## config.mk

```make
export PLATFORM = sky130hd
export DESIGN_NAME = packed_pixel_to_argb32_converter
export DESIGN_NICKNAME = d
export VERILOG_FILES = /design/src/rtl/ppac_pkg.sv /design/src/rtl/packed_pixel_to_argb32_converter.sv /design/src/rtl/ppac_unpack.sv /design/src/rtl/ppac_chroma.sv /design/src/rtl/ppac_assemble.sv
export SDC_FILE = /design/constraint.sdc
export NUM_CORES = 2
export LEC_CHECK = 0
export ABC_AREA = 0
export BUFFER_PORTS_ARGS = -buffer_cell sky130_fd_sc_hd__buf_4
export CORE_UTILIZATION = 50
export DETAILED_ROUTE_END_ITERATION = 8
export GPL_TIMING_DRIVEN = 0
export PLACE_DENSITY = 0.67
export SYNTH_ARGS = -nofsm -noshare
export SYNTH_HDL_FRONTEND = slang
export SYNTH_SLANG_ARGS = --single-unit
```

## constraint.sdc

```tcl
create_clock -name clk -period 17.7 [get_ports clk]
set_clock_uncertainty 0.15 [all_clocks]
set_input_delay 3.54 -clock clk [delete_from_list [all_inputs] [get_ports clk]]
set_output_delay 3.54 -clock clk [all_outputs]
set_load 0.1 [all_outputs]
```

## src/rtl/ppac_pkg.sv

```systemverilog
// Shared types, source format codes and arithmetic helpers for the packed
// pixel to ARGB32 converter. No dependencies; every rtl module imports it.
`timescale 1ns / 1ps

package ppac_pkg;

    localparam int unsigned PixelWidth = 32;
    localparam logic [7:0]  AlphaFull  = 8'hFF;

    // BT.601 coefficients, scaled by 1000.
    localparam logic [10:0] CoefRv = 11'd1402;
    localparam logic [8:0]  CoefGu = 9'd344;
    localparam logic [9:0]  CoefGv = 10'd714;
    localparam logic [10:0] CoefBu = 11'd1772;

    // Unsigned division by 1000 of an 18-bit magnitude as a multiply by
    // ceil(2^28 / 1000) and a shift. The result is exact below about 4.9e5.
    localparam int unsigned RecipShift = 28;
    localparam logic [18:0] Recip1000  = 19'd268436;

    // 5-bit and 6-bit color expansion: c*255/31 and c*255/63 as a multiply
    // by a scaled reciprocal and a shift by 20.
    localparam logic [23:0] Expand5Mul = 24'd8625630;
    localparam logic [22:0] Expand6Mul = 23'd4244475;

    typedef enum logic [2:0] {
        FMT_ARGB32 = 3'd0,
        FMT_RGB32  = 3'd1,
        FMT_BGR32  = 3'd2,
        FMT_RGB24  = 3'd3,
        FMT_BGR24  = 3'd4,
        FMT_RGB565 = 3'd5,
        FMT_YUYV   = 3'd6,
        FMT_UYVY   = 3'd7
    } src_fmt_t;

    // Stage 1 result: the finished pixel for direct formats, or the split
    // luma and chroma fields for the YUV formats.
    typedef struct packed {
        logic                  is_yuv;
        logic                  want2;
        logic [PixelWidth-1:0] direct_pix;
        logic [7:0]            y0;
        logic [7:0]            y1;
        logic                  u_neg;
        logic [7:0]            u_mag;
        logic                  v_neg;
        logic [7:0]            v_mag;
    } unpack_t;

    // Chroma contribution magnitudes, with the sign of the chroma sample.
    typedef struct packed {
        logic        u_neg;
        logic        v_neg;
        logic [17:0] rv;
        logic [17:0] gu;
        logic [17:0] gv;
        logic [17:0] bu;
    } chroma_t;

    // Chroma terms after division by 1000.
    typedef struct packed {
        logic       u_neg;
        logic       v_neg;
        logic [7:0] rv;
        logic [7:0] gu;
        logic [7:0] gv;
        logic [7:0] bu;
    } term_t;

    // Luma, pixel mode and direct pixel that ride along with the chroma work.
    typedef struct packed {
        logic                  is_yuv;
        logic                  want2;
        logic [PixelWidth-1:0] direct_pix;
        logic [7:0]            y0;
        logic [7:0]            y1;
    } side_t;

    function automatic logic [7:0] expand5(input logic [4:0] c);
        logic [27:0] p;
        begin
            p = 28'(c * Expand5Mul);
            return p[27:20];
        end
    endfunction

    function automatic logic [7:0] expand6(input logic [5:0] c);
        logic [27:0] p;
        begin
            p = 28'(c * Expand6Mul);
            return p[27:20];
        end
    endfunction

    function automatic logic signed [10:0] signed_term(input logic neg,
                                                      input logic [7:0] q);
        logic signed [10:0] t;
        begin
            t = $signed({3'b000, q});
            return neg ? -t : t;
        end
    endfunction

    function automatic logic [7:0] clamp8(input logic signed [10:0] x);
        begin
            if (x < 0) begin
                return 8'd0;
            end
            if (x > 11'sd255) begin
                return 8'd255;
            end
            return x[7:0];
        end
    endfunction

endpackage

```

## src/rtl/packed_pixel_to_argb32_converter.sv

```systemverilog
// Top level of the packed pixel to ARGB32 converter: configuration register,
// pipeline control and the four pipeline stages. Depends on ppac_pkg and all
// ppac_* modules.
`timescale 1ns / 1ps

// One source unit enters per clock while the pipeline is not held, so
// throughput is one transaction per cycle without stalls. Stage 1 unpacks the unit by
// format, stage 2 forms the BT.601 chroma products, stage 3 divides them by
// 1000 through reciprocal multipliers, and stage 4 adds luma, clamps and
// holds the result in the output register. When m_tready is low with a
// result waiting, the whole pipeline holds and s_tready drops in the same
// cycle; no bubble is lost. Write source_format only while the pipeline is
// empty.
module packed_pixel_to_argb32_converter
    import ppac_pkg::*;
(
    input  logic        clk,
    input  logic        rst_n,

    input  logic        psel,
    input  logic        penable,
    input  logic        pwrite,
    input  logic [2:0]  paddr,
    input  logic [31:0] pwdata,
    output logic [31:0] prdata,
    output logic        pready,

    input  logic        s_tvalid,
    output logic        s_tready,
    input  logic [31:0] s_tdata,   // byte0, byte1, byte2, byte3
    input  logic        s_tuser,   // second_wanted

    output logic        m_tvalid,
    input  logic        m_tready,
    output logic [63:0] m_tdata,   // pixel_first, pixel_second
    output logic        m_tuser    // second_valid
);

    localparam logic RegSourceFormat = 1'b0;

    src_fmt_t fmt_reg;
    logic     en;

    logic    s1_valid;
    unpack_t s1_data;
    logic    s3_valid;
    term_t   s3_term;
    side_t   s3_side;
    logic    out_valid;
    logic [PixelWidth-1:0] pix_first;
    logic [PixelWidth-1:0] pix_second;
    logic    pix_second_valid;

    assign pready = 1'b1;

    always_ff @(posedge clk or negedge rst_n)
    begin
        if (!rst_n) begin
            fmt_reg <= FMT_ARGB32;
        end else if (psel && penable && pwrite && pready
                     && paddr[2] == RegSourceFormat) begin
            fmt_reg <= src_fmt_t'(pwdata[2:0]);
        end
    end

    assign prdata = (paddr[2] == RegSourceFormat) ? {29'd0, fmt_reg} : 32'd0;

    // Every stage advances unless a finished result is waiting downstream.
    assign en       = !out_valid || m_tready;
    assign s_tready = en;

    ppac_unpack u_unpack (
        .clk       (clk),
        .rst_n     (rst_n),
        .en        (en),
        .fmt       (fmt_reg),
        .in_valid  (s_tvalid),
        .b0        (s_tdata[7:0]),
        .b1        (s_tdata[15:8]),
        .b2        (s_tdata[23:16]),
        .b3        (s_tdata[31:24]),
        .want2     (s_tuser),
        .out_valid (s1_valid),
        .out_data  (s1_data)
    );

    ppac_chroma u_chroma (
        .clk       (clk),
        .rst_n     (rst_n),
        .en        (en),
        .in_valid  (s1_valid),
        .in_data   (s1_data),
        .out_valid (s3_valid),
        .out_term  (s3_term),
        .out_side  (s3_side)
    );

    ppac_assemble u_assemble (
        .clk          (clk),
        .rst_n        (rst_n),
        .en           (en),
        .in_valid     (s3_valid),
        .in_term      (s3_term),
        .in_side      (s3_side),
        .out_valid    (out_valid),
        .pixel_first  (pix_first),
        .pixel_second (pix_second),
        .second_valid (pix_second_valid)
    );

    assign m_tvalid = out_valid;
    assign m_tdata  = {pix_second, pix_first};
    assign m_tuser  = pix_second_valid;

endmodule

```

## src/rtl/ppac_unpack.sv

```systemverilog
// Stage 1: splits a source unit by format. Builds the pixel for the direct
// formats and the luma and chroma fields for YUV. Depends on ppac_pkg.
`timescale 1ns / 1ps

module ppac_unpack
    import ppac_pkg::*;
(
    input  logic       clk,
    input  logic       rst_n,
    input  logic       en,
    input  src_fmt_t   fmt,
    input  logic       in_valid,
    input  logic [7:0] b0,
    input  logic [7:0] b1,
    input  logic [7:0] b2,
    input  logic [7:0] b3,
    input  logic       want2,
    output logic       out_valid,
    output unpack_t    out_data
);

    logic    valid_reg;
    logic    valid_next;
    unpack_t data_reg;
    unpack_t data_next;
    logic [7:0] u_raw;
    logic [7:0] v_raw;

    always_comb
    begin
        data_next        = '0;
        data_next.want2  = want2;
        u_raw            = b1;
        v_raw            = b3;
        unique case (fmt)
            FMT_ARGB32:
            begin
                data_next.direct_pix = {b3, b2, b1, b0};
            end
            FMT_RGB32:
            begin
                data_next.direct_pix = {AlphaFull, b2, b1, b0};
            end
            FMT_BGR32, FMT_BGR24:
            begin
                data_next.direct_pix = {AlphaFull, b2, b1, b0};
            end
            FMT_RGB24:
            begin
                data_next.direct_pix = {AlphaFull, b0, b1, b2};
            end
            FMT_RGB565:
            begin
                data_next.direct_pix = {AlphaFull, expand5(b1[7:3]),
                                        expand6({b1[2:0], b0[7:5]}),
                                        expand5(b0[4:0])};
            end
            FMT_YUYV:
            begin
                data_next.is_yuv = 1'b1;
                data_next.y0     = b0;
                data_next.y1     = b2;
                u_raw            = b1;
                v_raw            = b3;
            end
            FMT_UYVY:
            begin
                data_next.is_yuv = 1'b1;
                data_next.y0     = b1;
                data_next.y1     = b3;
                u_raw            = b0;
                v_raw            = b2;
            end
            default:
            begin
                data_next.direct_pix = '0;
            end
        endcase
        // Chroma is offset by 128; keep it as sign and magnitude (at most 128).
        data_next.u_neg = ~u_raw[7];
        data_next.u_mag = u_raw[7] ? {1'b0, u_raw[6:0]} : 8'd128 - u_raw;
        data_next.v_neg = ~v_raw[7];
        data_next.v_mag = v_raw[7] ? {1'b0, v_raw[6:0]} : 8'd128 - v_raw;
    end

    assign valid_next = in_valid;

    always_ff @(posedge clk or negedge rst_n)
    begin
        if (!rst_n) begin
            valid_reg <= 1'b0;
        end else if (en) begin
            valid_reg <= valid_next;
        end
    end

    always_ff @(posedge clk)
    begin
        if (en) begin
            data_reg <= data_next;
        end
    end

    assign out_valid = valid_reg;
    assign out_data  = data_reg;

endmodule

```

## src/rtl/ppac_chroma.sv

```systemverilog
// Stages 2 and 3: BT.601 chroma products and their division by 1000
// through a reciprocal multiply. Depends on ppac_pkg.
`timescale 1ns / 1ps

module ppac_chroma
    import ppac_pkg::*;
(
    input  logic    clk,
    input  logic    rst_n,
    input  logic    en,
    input  logic    in_valid,
    input  unpack_t in_data,
    output logic    out_valid,
    output term_t   out_term,
    output side_t   out_side
);

    logic    prod_valid_reg;
    chroma_t prod_reg;
    chroma_t prod_next;
    side_t   prod_side_reg;
    side_t   prod_side_next;

    logic    quot_valid_reg;
    term_t   quot_reg;
    term_t   quot_next;
    side_t   quot_side_reg;

    logic [36:0] q_rv;
    logic [36:0] q_gu;
    logic [36:0] q_gv;
    logic [36:0] q_bu;

    always_comb
    begin
        prod_next.u_neg = in_data.u_neg;
        prod_next.v_neg = in_data.v_neg;
        prod_next.rv    = 18'(in_data.v_mag * CoefRv);
        prod_next.gu    = 18'(in_data.u_mag * CoefGu);
        prod_next.gv    = 18'(in_data.v_mag * CoefGv);
        prod_next.bu    = 18'(in_data.u_mag * CoefBu);

        prod_side_next.is_yuv     = in_data.is_yuv;
        prod_side_next.want2      = in_data.want2;
        prod_side_next.direct_pix = in_data.direct_pix;
        prod_side_next.y0         = in_data.y0;
        prod_side_next.y1         = in_data.y1;
    end

    // Dividing magnitudes truncates toward zero, as the sign is applied later.
    always_comb
    begin
        q_rv = 37'(prod_reg.rv * Recip1000);
        q_gu = 37'(prod_reg.gu * Recip1000);
        q_gv = 37'(prod_reg.gv * Recip1000);
        q_bu = 37'(prod_reg.bu * Recip1000);

        quot_next.u_neg = prod_reg.u_neg;
        quot_next.v_neg = prod_reg.v_neg;
        quot_next.rv    = q_rv[RecipShift+7:RecipShift];
        quot_next.gu    = q_gu[RecipShift+7:RecipShift];
        quot_next.gv    = q_gv[RecipShift+7:RecipShift];
        quot_next.bu    = q_bu[RecipShift+7:RecipShift];
    end

    always_ff @(posedge clk or negedge rst_n)
    begin
        if (!rst_n) begin
            prod_valid_reg <= 1'b0;
            quot_valid_reg <= 1'b0;
        end else if (en) begin
            prod_valid_reg <= in_valid;
            quot_valid_reg <= prod_valid_reg;
        end
    end

    always_ff @(posedge clk)
    begin
        if (en) begin
            prod_reg      <= prod_next;
            prod_side_reg <= prod_side_next;
            quot_reg      <= quot_next;
            quot_side_reg <= prod_side_reg;
        end
    end

    assign out_valid = quot_valid_reg;
    assign out_term  = quot_reg;
    assign out_side  = quot_side_reg;

endmodule

```

## src/rtl/ppac_assemble.sv

```systemverilog
// Stage 4: adds the chroma terms to each YUV luma sample, clamps and packs the
// result, or the direct pixel, into the output register. Depends on ppac_pkg.
`timescale 1ns / 1ps

module ppac_assemble
    import ppac_pkg::*;
(
    input  logic                  clk,
    input  logic                  rst_n,
    input  logic                  en,
    input  logic                  in_valid,
    input  term_t                 in_term,
    input  side_t                 in_side,
    output logic                  out_valid,
    output logic [PixelWidth-1:0] pixel_first,
    output logic [PixelWidth-1:0] pixel_second,
    output logic                  second_valid
);

    logic                  valid_reg;
    logic [PixelWidth-1:0] first_reg;
    logic [PixelWidth-1:0] first_next;
    logic [PixelWidth-1:0] second_reg;
    logic [PixelWidth-1:0] second_next;
    logic                  svalid_reg;
    logic                  svalid_next;

    logic signed [10:0] t_r;
    logic signed [10:0] t_g;
    logic signed [10:0] t_b;
    logic signed [10:0] y0_s;
    logic signed [10:0] y1_s;
    logic [PixelWidth-1:0] yuv0;
    logic [PixelWidth-1:0] yuv1;

    always_comb
    begin
        t_r  = signed_term(in_term.v_neg, in_term.rv);
        t_g  = -signed_term(in_term.u_neg, in_term.gu)
               - signed_term(in_term.v_neg, in_term.gv);
        t_b  = signed_term(in_term.u_neg, in_term.bu);
        y0_s = $signed({3'b000, in_side.y0});
        y1_s = $signed({3'b000, in_side.y1});

        yuv0 = {AlphaFull, clamp8(y0_s + t_r), clamp8(y0_s + t_g), clamp8(y0_s + t_b)};
        yuv1 = {AlphaFull, clamp8(y1_s + t_r), clamp8(y1_s + t_g), clamp8(y1_s + t_b)};

        if (in_side.is_yuv) begin
            first_next  = yuv0;
            second_next = in_side.want2 ? yuv1 : '0;
            svalid_next = in_side.want2;
        end else begin
            first_next  = in_side.direct_pix;
            second_next = '0;
            svalid_next = 1'b0;
        end
    end

    always_ff @(posedge clk or negedge rst_n)
    begin
        if (!rst_n) begin
            valid_reg <= 1'b0;
        end else if (en) begin
            valid_reg <= in_valid;
        end
    end

    always_ff @(posedge clk)
    begin
        if (en) begin
            first_reg  <= first_next;
            second_reg <= second_next;
            svalid_reg <= svalid_next;
        end
    end

    assign out_valid    = valid_reg;
    assign pixel_first  = first_reg;
    assign pixel_second = second_reg;
    assign second_valid = svalid_reg;

endmodule
```

Word level (Yosys, flattened, before mapping)
Index checks and enable logic that the tools add are counted.
- logic and storage cells: 155
- register bits after elaboration: 340
- input port bits: 75
- output and inout bits: 100
- add/sub/neg operators: 14
- reduce and logical (&&, ||, !) cells: 9
- magnitude comparators: 12
- bitwise gates (word level): 3
- multiplexer cells: 56
- $mul: 11
- equality and inequality tests: 7
- operator list (operator ; number):
    $mux 8 ; 26
    $pmux 32 s4 ; 1
    $add 9x11->11 ; 6
    $gt 11x9->1 const B ; 6
    $lt 11x1->1 const B ; 6
    $mul 17x17->33 const B ; 2
    $mul 5x23->27 const B ; 2
    $mux 11 ; 4
    $neg 8->11 ; 4
    $mul 16x17->32 const B ; 1
    $mux 32 ; 1
    $pmux 16 s2 ; 1
    $mul 14x17->31 const B ; 1
    $mul 6x23->28 const B ; 1
    $mux 24 ; 1
    $mux 1 ; 19
    $mul 8x10->17 const B ; 1
    $mul 8x9->17 const B ; 1
    $mul 8x9->16 const B ; 1
    $sub 8x8->8 const A ; 2
    $mul 8x6->14 const B ; 1
    $mux 7 ; 2
    $eq 3x3->1 const B ; 4
    $neg 11->11 ; 1
    12 further kinds ; 17

Longest topological paths before layout
- word-level depth: 11
- depth in mapped cells: 20
- depth with buffers taken out: 20

By module
A second synthesis with hierarchy kept.
- cells, all modules: 3545
- area total of the unflattened synthesis: 37409.6 um^2
- modules (own cells, without submodules) (module ; cells each ; area an instance (um^2) ; instances ; sequential area each (um^2)):
    ppac_chroma ; 2117 ; 23701.5 ; 1 ; 5845.6
    ppac_unpack ; 772 ; 7499.7 ; 1 ; 2067.0
    ppac_assemble ; 613 ; 5799.3 ; 1 ; 1736.7
    packed_pixel_to_argb32_converter ; 43 ; 409.1 ; 1 ; 75.1

Least setup slack after synthesis
Ideal clock, no wire load.
- path kind: input to output
- from: in m_tready
- to: out s_tready
- arrival time: 11921 ps
- path slack: 2089 ps
- stages: 1
- data required time: 14010 ps
- path buffers: 0
- cells stage by stage: nand2b_1
- word-level cells in the longest chain between the ends: 1
- RTL lines (what ; RTL line ; RTL):
    start: declaration ; packed_pixel_to_argb32_converter.sv:34 ; input logic m_tready,
    $logic_or 1x1->1 ; packed_pixel_to_argb32_converter.sv:69 ; assign en = !out_valid || m_tready;
    end: declaration ; packed_pixel_to_argb32_converter.sv:29 ; output logic s_tready,
No other way between the ends.

Worst setup path after layout
Ends and elaborated chain as after synthesis.

==> flow_summary.yaml <==
placement:
  place_congestion: 0.9180
  place_inst: 4493
  hpwl_um: 64170
  placed_area_um2: 38570
  portBuffers: 113
worst_setup_path:
  end_kind: "output port"
  r2r-start: "u_chroma.prod_reg[41]"
  r2r-end: "u_chroma.out_term[7]"
  critPathKind: "primary input to output port"
  r2r_cells: 17
  rrSetupSlack_ns: 11.59
  cp-start-kind: "primary input"
  required_ns: 14.01
  crit_fanout: 29
  cp.arrival_ns: 4.42
yosys:
  synthCells: 3397
  synth_ff_type: "edfxtp_1"
  synth_top_area_share_pct: 28.86
  ys_ff_latch: 325
  yosys-top-cells-count: "ha_1, inv_1, edfxtp_1"
  synth_area_leaders: "ha_1, edfxtp_1, fa_1, inv_1, xnor2_1"
  ys_types: 72
  synth_warnings: 0
  synth_seq_area_share_pct: 26.80
  syn_area_um2: 36290
  synth-edff-count: 318
  synth.most_common_cell: "ha_1"
  yosysTopAreaCell: "ha_1"
  avgSynthCellArea_um2: 10.68
  ys_async_sr_fraction_pct: 2.154
global_routing:
  grt_max_degree: 69
  antenna_found_initial: 2
  gr-total-overflow: 0
  grt_pass1_vias: 23949
  track_usage_pct: 21.36
  grt_pass1_wl_um: 124500
finish:
  num-fill-cells: 6235
  area_growth_pct: 9.861
  num_antenna_cells: 0
  num-nets-final: 4775
  drive_above_1_share_pct: 6.971
  largest_reg_flops: 68
  instances_no_fill: 4565
  design_area_um2: 39870
routing:
  wl_per_cell_um: 16.85
  drtIter0Drc: 1315
  antenna_left: 0
  dr.pass1.iters: 6
  vias: 24087
  drcViolationCount: 0
  avgViaCountPerCell: 5.276
  routed_wl_um: 76900
clock_tree:
  cts_resized: 0
  hold_buffers: 0
  numCtsBuffers: 39
  clock_path_buffers: 3
  root_buffer: "clkbuf_16"
  insertion_delay_ns: 0.58
  cts.htree.levels: 2
  clkSinkCount: 325
  cts_tree: "done"
  postCtsSetupBuffers: 0
  clk_pin_slew_ns: 0.06
run:
  drv_cap: 0
hold_path:
  worstHoldEndpoint: "u_chroma.out_side[49]"
  min_path_type: "flop to flop"
  hold_path_depth: 0
  min_from: "u_chroma.prod_side_reg[49]"
sta:
  post-route-period-util_pct: 45.82
  maxSlewHeadroom_pct: 19.11
  setup_violations: 0
  fin_setup_tns_ns: 0
  min_period_ns: 8.110
  finalHoldWorstSlack_ns: 0.2619
  max_freq_mhz: 123.3
  hold_viol_final: 0
  slew_viol_final: 0
  tightestPinTransition_ns: 1.194
  grt_setup_unrepaired: "no"
floorplanning:
  dieWidth_um: 271.4
  start_util_pct: 50.67
  io_pins: 175
  core-area_um2: 71610
  fp.dieH_um: 271.4
  rows: 98
  dieArea_um2: 73660
run_status:
  status: "finished, final reports clean"
## critical path: stages
cell and delay [ns]:
buf_4 0.08, nand2b_4 0.40, buf_4 0.38
## routing by layer
metal  global-route usage, %  routed length [µm]
met4                   6.372                2103
met5                       0                   9
met1                   30.31               37200
met2                   33.59               33570
met3                   3.370                4017
## layout make-up
cell class              count  area, µm²  share of cell area [%]
well taps                 950       1189                   2.982
multi-input cells        2365      23770                   59.64
inverters                 669       2511                   6.299
plain buffers              66      390.4                  0.9792
repair buffers            118      985.9                   2.473
clock inverters            29      300.3                  0.7532
flip-flops and latches    325       9724                   24.39
clock buffers              43      991.0                   2.486
## placed cells by master (no fill, tap or decap), types with 12 or more instances in the layout
master / n
fa_1: 279
o21ai_0: 99
nand2_1: 105
ha_1: 837
nand4_1: 17
edfxtp_1: 318
xnor2_1: 112
buf_4: 151
a21o_1: 45
o211ai_1: 14
nor2_1: 168
xor2_1: 43
nor3_1: 58
inv_1: 669
clkbuf_1: 32
or2_2: 18
nor4_1: 12
a21oi_1: 133
clkbuf_16: 39
conb_1: 30
o2bb2ai_1: 21
o21a_1: 39
nor2b_1: 26
o21bai_1: 14
a211oi_1: 16
a31oi_1: 17
mux2i_1: 32
o31ai_1: 12
nand3_1: 51
or3_1: 15
## how the worst max path moves through the flow
stage / startpoint / slack, ns / end / cells after the start
global placement: m_tready / -1.55 / s_tready / 3
global route: m_tready / 9.54 / s_tready / 3
floorplan: m_tready / 2.09 / s_tready / 1
finish: m_tready / 9.59 / s_tready / 3
detailed placement: s_tdata[5] / 9.24 / u_unpack.out_data[45] / 18
CTS: m_tready / 9.57 / s_tready / 3
## cell families (layout without fill, tap and decap cells)
group	after synthesis	in the layout	share of synthesized area, %
mux	39	39	1.100
simple gates	518	518	6.858
fa+ha+maj	1116	1116	44.25
compound gates	506	506	9.189
other cells	2	30	0.02070
flops	325	325	26.80
buf+inv	735	925	7.996
xor+xnor	156	156	3.786
## metrics by stage
step	worst slack, ns	utilization (%)
2_1_floorplan	2.089	-
3_3_place_gp	-1.549	53.67
4_1_cts	9.573	55.67
3_5_place_dp	9.235	53.87
5_1_grt	9.540	55.67
6_report	9.590	55.67
Power is left out: the tool's default activity adds up to more than one toggle a clock period on the data nets, which glitch-free logic cannot reach.
